File: config.mk
export PLATFORM = sky130hd
export DESIGN_NAME = preemptive_priority_scheduler
export DESIGN_NICKNAME = d
export VERILOG_FILES = /design/src/design/pps_pkg.sv /design/src/design/pps_ram.sv /design/src/design/pps_front.sv /design/src/design/pps_back.sv /design/src/design/preemptive_priority_scheduler.sv
export SDC_FILE = /design/constraint.sdc
export NUM_CORES = 2
export LEC_CHECK = 0
export BUFFER_PORTS_ARGS = -buffer_cell sky130_fd_sc_hd__buf_4
export CORE_ASPECT_RATIO = 0.75
export CORE_UTILIZATION = 50
export CTS_CLUSTER_DIAMETER = 80
export DETAILED_ROUTE_END_ITERATION = 8
export GPL_TIMING_DRIVEN = 0
export PLACE_DENSITY = 0.66
export SYNTH_ARGS = -nofsm -noshare
export SYNTH_HDL_FRONTEND = slang
export SYNTH_SLANG_ARGS = --single-unit
File: constraint.sdc
create_clock -name clk -period 4.9 [get_ports clk]
set_input_delay 0 -clock clk [delete_from_list [all_inputs] [get_ports clk]]
set_output_delay 0 -clock clk [all_outputs]
set_load 0.01 [all_outputs]
File: src/design/pps_pkg.sv
// Shared types and constants of the preemptive priority scheduler.
package pps_pkg;

  localparam int MODE_W = 2;
  localparam int SLOT_IN_W = 4;
  localparam int ARR_W = 16;
  localparam int PRIO_W = 8;
  localparam int TIME_W = 24;

  localparam logic [TIME_W-1:0] TIME_MAX = {TIME_W{1'b1}};

  localparam int QUEUE_DEPTH = 2;
  localparam int QPTR_W = $clog2(QUEUE_DEPTH);

  typedef enum logic [MODE_W-1:0] {
    MODE_LOAD  = 2'd0,
    MODE_TICK  = 2'd1,
    MODE_CLEAR = 2'd2,
    MODE_NONE  = 2'd3
  } mode_t;

  typedef enum logic [1:0] {
    CMD_LOAD,
    CMD_TICK,
    CMD_CLEAR,
    CMD_NOP
  } cmd_kind_t;

  typedef struct packed {
    cmd_kind_t             kind;
    logic [SLOT_IN_W-1:0]  slot;
    logic [ARR_W-1:0]      arrival;
    logic [ARR_W-1:0]      burst;
    logic [PRIO_W-1:0]     prio;
  } cmd_t;

  typedef struct packed {
    logic [ARR_W-1:0]  arrival;
    logic [ARR_W-1:0]  burst;
    logic [ARR_W-1:0]  remaining;
    logic [PRIO_W-1:0] prio;
  } entry_t;

  localparam int ENTRY_W = $bits(entry_t);

  typedef struct packed {
    logic [TIME_W-1:0]    tick_time;
    logic [SLOT_IN_W-1:0] running_slot;
    logic                 cpu_busy;
    logic                 task_started;
    logic                 task_done;
    logic [TIME_W-1:0]    finish_time;
    logic [TIME_W-1:0]    span_time;
    logic [TIME_W-1:0]    delay_time;
    logic                 all_done;
  } res_t;

  typedef enum logic [2:0] {
    ST_IDLE,
    ST_RUN,
    ST_SCAN,
    ST_LAST,
    ST_EXEC,
    ST_TURN,
    ST_WAIT,
    ST_REPORT
  } state_t;

endpackage

File: src/design/pps_ram.sv
// Generic single-write, single-read RAM with registered read data.
module pps_ram #(
  parameter int WIDTH = 8,
  parameter int DEPTH = 16
) (
  input  logic                     clk,
  input  logic                     we,
  input  logic [$clog2(DEPTH)-1:0] waddr,
  input  logic [WIDTH-1:0]         wdata,
  input  logic [$clog2(DEPTH)-1:0] raddr,
  output logic [WIDTH-1:0]         rdata
);

  logic [WIDTH-1:0] mem_r [DEPTH];
  logic [WIDTH-1:0] rdata_r;

  always_ff @(posedge clk) begin
    if (we) begin
      mem_r[waddr] <= wdata;
    end
    rdata_r <= mem_r[raddr];
  end

  assign rdata = rdata_r;

endmodule

File: src/design/pps_front.sv
// Front end: decodes incoming items into commands and queues them for the engine.
module pps_front #(
  parameter int TASK_SLOTS = 16
) (
  input  logic                           clk,
  input  logic                           rst_n,
  input  logic                           start,
  output logic                           busy,
  input  logic [pps_pkg::MODE_W-1:0]     in_mode,
  input  logic [pps_pkg::SLOT_IN_W-1:0]  in_slot,
  input  logic [pps_pkg::ARR_W-1:0]      in_arrival_time,
  input  logic [pps_pkg::ARR_W-1:0]      in_burst_time,
  input  logic [pps_pkg::PRIO_W-1:0]     in_task_priority,
  output logic                           q_valid,
  output pps_pkg::cmd_t                  q_head,
  input  logic                           q_pop
);
  import pps_pkg::*;

  cmd_t              cmd_in;
  cmd_t              q_r [QUEUE_DEPTH];
  logic [QPTR_W-1:0] wr_ptr_r;
  logic [QPTR_W-1:0] rd_ptr_r;
  logic [QPTR_W:0]   cnt_r;
  logic              push;
  logic              slot_ok;

  assign slot_ok = 32'(in_slot) < TASK_SLOTS;

  always_comb begin
    cmd_in.slot    = in_slot;
    cmd_in.arrival = in_arrival_time;
    cmd_in.burst   = in_burst_time;
    cmd_in.prio    = in_task_priority;
    unique case (mode_t'(in_mode))
      MODE_LOAD:  cmd_in.kind = slot_ok ? CMD_LOAD : CMD_NOP;
      MODE_TICK:  cmd_in.kind = CMD_TICK;
      MODE_CLEAR: cmd_in.kind = CMD_CLEAR;
      MODE_NONE:  cmd_in.kind = CMD_NOP;
    endcase
  end

  assign busy    = cnt_r == (QPTR_W+1)'(QUEUE_DEPTH);
  assign push    = start && !busy;
  assign q_valid = cnt_r != '0;
  assign q_head  = q_r[rd_ptr_r];

  always_ff @(posedge clk) begin
    if (!rst_n) begin
      wr_ptr_r <= '0;
      rd_ptr_r <= '0;
      cnt_r    <= '0;
    end else begin
      if (push) begin
        wr_ptr_r <= wr_ptr_r + QPTR_W'(1);
      end
      if (q_pop) begin
        rd_ptr_r <= rd_ptr_r + QPTR_W'(1);
      end
      if (push && !q_pop) begin
        cnt_r <= cnt_r + (QPTR_W+1)'(1);
      end else if (!push && q_pop) begin
        cnt_r <= cnt_r - (QPTR_W+1)'(1);
      end
    end
  end

  always_ff @(posedge clk) begin
    if (push) begin
      q_r[wr_ptr_r] <= cmd_in;
    end
  end

endmodule

File: src/design/pps_back.sv
// Back end: task table, slot scan, task execution and result reporting.
module pps_back #(
  parameter int TASK_SLOTS = 16
) (
  input  logic           clk,
  input  logic           rst_n,
  input  logic           q_valid,
  input  pps_pkg::cmd_t  q_head,
  output logic           q_pop,
  output logic           res_valid,
  output pps_pkg::res_t  res
);
  import pps_pkg::*;

  localparam int SLOT_W = $clog2(TASK_SLOTS);
  localparam int CNT_W = $clog2(TASK_SLOTS + 1);
  localparam logic [SLOT_W-1:0] LAST_IDX = SLOT_W'(TASK_SLOTS - 1);

  state_t            state_r, state_nxt;
  cmd_t              cmd_r;
  logic [TASK_SLOTS-1:0] active_r;
  logic [CNT_W-1:0]  count_r;
  logic [TIME_W-1:0] time_r, tick_time_r, turn_r, wait_r;
  logic [SLOT_W-1:0] scan_r, cmp_idx_r, best_slot_r, load_idx;
  logic              cmp_vld_r, best_found_r, started_r, done_r;
  entry_t            best_ent_r, rd_ent, wr_ent;
  logic [ENTRY_W-1:0] rd_data;
  logic              ram_we;
  logic [SLOT_W-1:0] ram_waddr;
  logic              cmp_elig, better, take;
  logic              do_load, do_clear, scan_start, scan_step, do_exec, do_turn;
  logic              do_wait, do_report;
  logic              res_valid_r;
  res_t              res_r;

  assign load_idx = SLOT_W'(cmd_r.slot);
  assign rd_ent   = entry_t'(rd_data);

  always_comb begin
    state_nxt = state_r;
    unique case (state_r)
      ST_IDLE: begin
        if (q_valid) begin
          state_nxt = ST_RUN;
        end
      end
      ST_RUN: begin
        unique case (cmd_r.kind)
          CMD_TICK:  state_nxt = ST_SCAN;
          CMD_LOAD:  state_nxt = ST_REPORT;
          CMD_CLEAR: state_nxt = ST_REPORT;
          CMD_NOP:   state_nxt = ST_REPORT;
        endcase
      end
      ST_SCAN: begin
        if (scan_r == LAST_IDX) begin
          state_nxt = ST_LAST;
        end
      end
      ST_LAST:   state_nxt = ST_EXEC;
      ST_EXEC:   state_nxt = ST_TURN;
      ST_TURN:   state_nxt = ST_WAIT;
      ST_WAIT:   state_nxt = ST_REPORT;
      ST_REPORT: state_nxt = ST_IDLE;
      default:   state_nxt = ST_IDLE;
    endcase
  end

  always_comb begin
    q_pop      = 1'b0;
    do_load    = 1'b0;
    do_clear   = 1'b0;
    scan_start = 1'b0;
    scan_step  = 1'b0;
    do_exec    = 1'b0;
    do_turn    = 1'b0;
    do_wait    = 1'b0;
    do_report  = 1'b0;
    unique case (state_r)
      ST_IDLE: q_pop = q_valid;
      ST_RUN: begin
        do_load    = cmd_r.kind == CMD_LOAD;
        do_clear   = cmd_r.kind == CMD_CLEAR;
        scan_start = cmd_r.kind == CMD_TICK;
      end
      ST_SCAN:   scan_step = 1'b1;
      ST_LAST:   ;
      ST_EXEC:   do_exec = 1'b1;
      ST_TURN:   do_turn = 1'b1;
      ST_WAIT:   do_wait = 1'b1;
      ST_REPORT: do_report = 1'b1;
      default:   ;
    endcase
  end

  assign cmp_elig = cmp_vld_r && active_r[cmp_idx_r] &&
                    (TIME_W'(rd_ent.arrival) <= time_r);
  assign better = !best_found_r || (rd_ent.prio < best_ent_r.prio) ||
                  ((rd_ent.prio == best_ent_r.prio) &&
                   (rd_ent.arrival < best_ent_r.arrival));
  assign take = cmp_elig && better;

  always_comb begin
    if (do_load) begin
      wr_ent.arrival   = cmd_r.arrival;
      wr_ent.burst     = cmd_r.burst;
      wr_ent.remaining = cmd_r.burst;
      wr_ent.prio      = cmd_r.prio;
    end else begin
      wr_ent           = best_ent_r;
      wr_ent.remaining = best_ent_r.remaining - ARR_W'(1);
    end
  end

  assign ram_we    = do_load || (do_exec && best_found_r);
  assign ram_waddr = do_load ? load_idx : best_slot_r;

  pps_ram #(
    .WIDTH(ENTRY_W),
    .DEPTH(TASK_SLOTS)
  ) u_table (
    .clk   (clk),
    .we    (ram_we),
    .waddr (ram_waddr),
    .wdata (wr_ent),
    .raddr (scan_r),
    .rdata (rd_data)
  );

  always_ff @(posedge clk) begin
    if (!rst_n) begin
      state_r      <= ST_IDLE;
      active_r     <= '0;
      count_r      <= '0;
      time_r       <= '0;
      scan_r       <= '0;
      cmp_vld_r    <= 1'b0;
      best_found_r <= 1'b0;
      started_r    <= 1'b0;
      done_r       <= 1'b0;
      res_valid_r  <= 1'b0;
    end else begin
      state_r     <= state_nxt;
      cmp_vld_r   <= scan_step;
      res_valid_r <= do_report;
      if (q_pop || scan_start) begin
        best_found_r <= 1'b0;
        started_r    <= 1'b0;
        done_r       <= 1'b0;
      end else if (take) begin
        best_found_r <= 1'b1;
      end
      if (scan_start) begin
        scan_r <= '0;
      end else if (scan_step) begin
        scan_r <= scan_r + SLOT_W'(1);
      end
      if (do_load) begin
        active_r[load_idx] <= cmd_r.burst != '0;
        if (active_r[load_idx] && (cmd_r.burst == '0)) begin
          count_r <= count_r - CNT_W'(1);
        end else if (!active_r[load_idx] && (cmd_r.burst != '0)) begin
          count_r <= count_r + CNT_W'(1);
        end
      end
      if (do_clear) begin
        active_r <= '0;
        count_r  <= '0;
        time_r   <= '0;
      end
      if (do_exec) begin
        if (time_r != TIME_MAX) begin
          time_r <= time_r + TIME_W'(1);
        end
        started_r <= best_found_r && (best_ent_r.remaining == best_ent_r.burst);
        done_r    <= best_found_r && (best_ent_r.remaining == ARR_W'(1));
        if (best_found_r && (best_ent_r.remaining == ARR_W'(1))) begin
          active_r[best_slot_r] <= 1'b0;
          count_r               <= count_r - CNT_W'(1);
        end
      end
    end
  end

  always_ff @(posedge clk) begin
    if (q_pop) begin
      cmd_r       <= q_head;
      tick_time_r <= time_r;
    end
    cmp_idx_r <= scan_r;
    if (take) begin
      best_slot_r <= cmp_idx_r;
      best_ent_r  <= rd_ent;
    end
    if (do_turn) begin
      turn_r <= time_r - TIME_W'(best_ent_r.arrival);
    end
    if (do_wait) begin
      wait_r <= (turn_r >= TIME_W'(best_ent_r.burst)) ?
                turn_r - TIME_W'(best_ent_r.burst) : '0;
    end
    if (do_report) begin
      res_r.tick_time    <= tick_time_r;
      res_r.running_slot <= best_found_r ? SLOT_IN_W'(best_slot_r) : '0;
      res_r.cpu_busy     <= best_found_r;
      res_r.task_started <= started_r;
      res_r.task_done    <= done_r;
      res_r.finish_time  <= done_r ? time_r : '0;
      res_r.span_time    <= done_r ? turn_r : '0;
      res_r.delay_time   <= done_r ? wait_r : '0;
      res_r.all_done     <= count_r == '0;
    end
  end

  assign res_valid = res_valid_r;
  assign res       = res_r;

  a_count_matches: assert property (@(posedge clk) disable iff (!rst_n)
    $countones(active_r) == int'(count_r))
    else $error("Active count disagrees with the active slot bits.");

  a_done_needs_run: assert property (@(posedge clk) disable iff (!rst_n)
    res_valid_r && res_r.task_done |-> res_r.cpu_busy && !res_r.all_done ||
    res_valid_r && res_r.task_done && res_r.cpu_busy)
    else $error("A task completion was reported without a running task.");

  a_time_steady: assert property (@(posedge clk) disable iff (!rst_n)
    !do_exec && !do_clear |=> $stable(time_r))
    else $error("Time moved outside a tick or a clear.");

  a_pick_active: assert property (@(posedge clk) disable iff (!rst_n)
    do_exec && best_found_r |-> active_r[best_slot_r])
    else $error("The chosen task is not an active slot.");

endmodule

File: src/design/preemptive_priority_scheduler.sv
// Top level of the preemptive priority scheduler.
// An item is taken when start is high and busy is low; a two-item queue sits in front of
// the scheduling engine, and busy rises only when that queue is full. A load, clear or
// unused-mode item goes straight to its report in the engine; a tick first scans the
// task table, one entry per cycle through the table's single read port. Every item
// yields exactly one result, shown for one cycle with out_valid high; the receiver
// cannot stall it, so it must take each result as it appears.
module preemptive_priority_scheduler #(
  parameter int TASK_SLOTS = 16
) (
  input  logic                           clk,
  input  logic                           rst_n,
  input  logic                           start,
  output logic                           busy,
  input  logic [pps_pkg::MODE_W-1:0]     in_mode,
  input  logic [pps_pkg::SLOT_IN_W-1:0]  in_slot,
  input  logic [pps_pkg::ARR_W-1:0]      in_arrival_time,
  input  logic [pps_pkg::ARR_W-1:0]      in_burst_time,
  input  logic [pps_pkg::PRIO_W-1:0]     in_task_priority,
  output logic                           out_valid,
  output logic [pps_pkg::TIME_W-1:0]     out_tick_time,
  output logic [pps_pkg::SLOT_IN_W-1:0]  out_running_slot,
  output logic                           out_cpu_busy,
  output logic                           out_task_started,
  output logic                           out_task_done,
  output logic [pps_pkg::TIME_W-1:0]     out_completion_time,
  output logic [pps_pkg::TIME_W-1:0]     out_turnaround_time,
  output logic [pps_pkg::TIME_W-1:0]     out_waiting_time,
  output logic                           out_all_done
);
  import pps_pkg::*;

  logic q_valid;
  logic q_pop;
  cmd_t q_head;
  res_t res;

  pps_front #(
    .TASK_SLOTS(TASK_SLOTS)
  ) u_front (
    .clk              (clk),
    .rst_n            (rst_n),
    .start            (start),
    .busy             (busy),
    .in_mode          (in_mode),
    .in_slot          (in_slot),
    .in_arrival_time  (in_arrival_time),
    .in_burst_time    (in_burst_time),
    .in_task_priority (in_task_priority),
    .q_valid          (q_valid),
    .q_head           (q_head),
    .q_pop            (q_pop)
  );

  pps_back #(
    .TASK_SLOTS(TASK_SLOTS)
  ) u_back (
    .clk       (clk),
    .rst_n     (rst_n),
    .q_valid   (q_valid),
    .q_head    (q_head),
    .q_pop     (q_pop),
    .res_valid (out_valid),
    .res       (res)
  );

  assign out_tick_time       = res.tick_time;
  assign out_running_slot    = res.running_slot;
  assign out_cpu_busy        = res.cpu_busy;
  assign out_task_started    = res.task_started;
  assign out_task_done       = res.task_done;
  assign out_completion_time = res.finish_time;
  assign out_turnaround_time = res.span_time;
  assign out_waiting_time    = res.delay_time;
  assign out_all_done        = res.all_done;

endmodule
==> flow_summary.toml <==
[logic_synthesis]
ys_top_cells_by_count = "edfxtp_1, mux4_2, dfxtp_1, nor2_1, nand2_1"
synthMostInstantiatedCell = "edfxtp_1"
ys_top_cells_by_area = "edfxtp_1, mux4_2, dfxtp_1, ha_1, mux2_2"
synth_top_area_share_pct = 70.23
ys_seq_area_share_pct = 74.69
synth-edff-count = 1270
synth_xor_area_share_pct = 1.339
synthFlopType = "edfxtp_1"
syn_area_um2 = 54300
avgSynthCellArea_um2 = 19.17
synth-adder-area-share_pct = 1.871
synthSimpleGateAreaFrac_pct = 4.521
syn_inst = 2833
synth_top_family_by_area = "multiplexers"
yosys_register_bits = 1391
synthesis.nets = 2962
synthArstFlopShare_pct = 0
ys_warn_count = 0
ys_types = 68
synth_compound_area_share_pct = 2.938
muxShareOfSynthArea_pct = 13.30
yosys.area.top_type = "edfxtp_1"

[detailed_routing]
drcViolationCount = 16
vias = 29242
drt_wl_total_um = 138800
drt-initial-drc-count = 3623
antenna_left = 0
dr.pass1.iters = 8
wl_per_cell_um = 28.84
vias_per_cell = 6.073

[clock_network]
clkTransAtPathRegs_ps = 60
cts_tree = "done"
h-tree-depth = 4
clock-sinks = 1391
post_cts_buffers = 0
cts-root-buf = "clkbuf_16"
cts_buffer_depth = 3
cts_made_buffers = 133
clock_latency_ps = 760

[timing]
drv_slew = 0
finalSetupViolations = 0
setup_tns_ps = 0
rsz0062_at_grt = "no"
hold_violations = 0
fin_ws_ps = 211.2
fmax_ghz = 0.2133
period_needed_ps = 4689
slew_headroom_pct = 5.250
post-route-period-util_pct = 95.69
skew_ps = 24.81
worstMarginPinSlew_ps = 1409

[setup_path]
cp-start-kind = "flop"
path_buf_inv = 4
cpMaxStageDelayCell = "buf_1"
crit_type = "flop to flop"
cp_top_family = "buffers and inverters"
worstSetupEndpointType = "flop"
cp_data_arrival_time_ps = 5080
slowest_delay_ps = 770
path_cells = "clkbuf_1 -> nand3b_1 -> nor2_1 -> clkbuf_1 -> buf_1 -> buf_1 -> nand2_1 -> o21ai_1"
critical_path.max_fanout = 16
cp.required_ps = 5290

[placement]
place_hpwl_um = 93740
gp_congestion = 0.8924
io_buffers = 152
pre_cts_ws_ps = 77.90

[die]
die_x_um = 382.5
die_y_um = 287.4
ios = 155
die_area_um2 = 109900
start_util_pct = 50.52
core_area_um2 = 107500
row_count = 104

[grt]
antenna_found_initial = 0
grt-ovfl-total = 0
grt_pass1_vias = 29257
grt_use_total_pct = 25.47
gr-max-usage-layer = "met2"
grt_max_degree = 78
met2_usage_pct = 38.93
gr-usage-met1_pct = 37.76
grt_pass1_wl_um = 199200
use_met3_pct = 5.150

[layout]
fin_util_pct = 59.33
area_growth_pct = 17.44
fillers = 7837
drive_gt1_share_pct = 23.17
layout.nets = 3406

[worst_hold_path]
hold_path.class = "primary input to flop"

[power]
p_per_area_nw_per_um2 = 446.9
vdd_drop_max_uv = 341.9
p_leak_nw = 20.45

[run_status]
status = "finished, violations left"
violations = "design-rule violations"

[run]
maxCapViolCount = 0
## layout make-up
class	count	area [µm²]	area share [%]
sequential	1391	40560	63.60
multi-input combinational	1252	13180	20.67
clock buffer	187	3799	5.956
timing repair buffer	309	3318	5.203
tap	1431	1790	2.807
buffer	115	446.7	0.7004
clock inverter	54	396.6	0.6219
inverter	75	281.5	0.4414
antenna	1	2.502	0.003924
## layer usage
metal / vias to the layer above / wire (µm)
li1: 12272 / -
met1: 15331 / 59160
met2: 1467 / 64060
met3: 172 / 13210
met4: 0 / 2422
met5: - / 0
## what timing repair did
item                                   4_1_cts  5_1_grt
setup endpoints to repair                    0       32
endpoints found under the hold margin      156        0
resized for setup                            0        2
hold buffers                                92        0
## kinds of logic after synthesis
kind of cell / count (synthesis)
flip-flops: 1391
AO/OA/AOI/OAI: 258
XOR/XNOR: 83
multiplexers: 353
buffers and inverters: 190
AND/OR/NAND/NOR: 478
adder cells (fa/ha/maj): 80
## worst paths after layout
check / from / to / slack (ps) / cells past startpoint
worst max-delay path: u_back.state_r[0]$_SDFFE_PN0P_ / u_back.u_table.mem_r[1][12]$_DFFE_PP_ / 210 / 8
worst min register to register: u_back.scan_r[2]$_SDFFE_PP0P_ / u_back.cmp_idx_r[2]$_DFF_P_ / 370 / 0
worst max register to register: u_back.state_r[0]$_SDFFE_PN0P_ / u_back.u_table.mem_r[1][12]$_DFFE_PP_ / 210 / 8
worst min-delay path: in_mode[0] / u_front.q_r[0][44]$_DFFE_PP_ / 40 / 2
## sequential cells by signal, indices dropped and copies added, names as in the netlist, 2 cells and up
signal	flops
u_back.time_r	24
u_back.state_r	3
u_back.cmp_idx_r	4
u_back.wait_r	24
u_back.res	104
u_back.u_table.mem_r	896
u_back.tick_time_r	24
u_back.count_r	5
u_back.scan_r	4
u_back.load_idx	4
u_back.cmd_r	42
u_back.u_table.rdata	56
u_front.cnt_r	2
u_back.best_slot_r	4
u_back.active_r	16
u_front.q_r	92
u_back.best_ent_r	56
u_back.turn_r	24
## power by group
part	internal (mW)	total, mW	switching [mW]	leakage [nW]
clock	5.67	9.97	4.30	2.07
combinational	1.74	4.17	2.43	5.98
sequential	14.0	14.4	0.346	12.4
## layout by cell type (no fill, tap or decap), types with 10 or more instances in the layout
| cell | Yosys | final |
|---|---|---|
| clkinv_2 | 0 | 24 |
| and3_1 | 12 | 10 |
| clkbuf_1 | 86 | 119 |
| clkinv_1 | 0 | 18 |
| a21oi_1 | 44 | 44 |
| nand3_1 | 35 | 35 |
| or3_1 | 10 | 10 |
| o21a_1 | 16 | 16 |
| a21o_1 | 14 | 14 |
| o21ai_1 | 9 | 56 |
| buf_4 | 0 | 163 |
| nand4_1 | 23 | 23 |
| xor2_1 | 25 | 25 |
| buf_12 | 0 | 40 |
| nand2b_1 | 13 | 13 |
| edfxtp_1 | 1270 | 1270 |
| nor2b_1 | 13 | 12 |
| nor3_1 | 30 | 30 |
| o21ai_0 | 91 | 44 |
| ha_1 | 78 | 78 |
| dlygate4sd3_1 | 0 | 92 |
| nand2_1 | 97 | 97 |
| clkbuf_8 | 0 | 14 |
| nor2_4 | 0 | 17 |
| nor2_1 | 111 | 93 |
| and2_1 | 87 | 87 |
| mux4_2 | 290 | 290 |
| mux2i_1 | 13 | 13 |
| a211oi_1 | 25 | 25 |
| xnor2_1 | 58 | 58 |
| mux2_2 | 49 | 49 |
| dfxtp_1 | 121 | 121 |
| a31oi_1 | 12 | 12 |
| nor4_1 | 17 | 17 |
| clkbuf_16 | 0 | 139 |
| inv_1 | 75 | 75 |
| buf_16 | 0 | 13 |
| buf_1 | 24 | 23 |
## through the flow
step	power, mW	area, µm²	hold WS, ps	cells
3_3_place_gp	18.48	57240	184.5	4416
5_1_grt	29.38	63770	55.81	4814
2_1_floorplan	17.08	54300	98.87	2833
6_report	28.50	63770	43.00	4815
3_5_place_dp	18.71	58600	187.3	4474
4_1_cts	28.62	63720	2.577	4807
(Power assumes the default switching activity.)
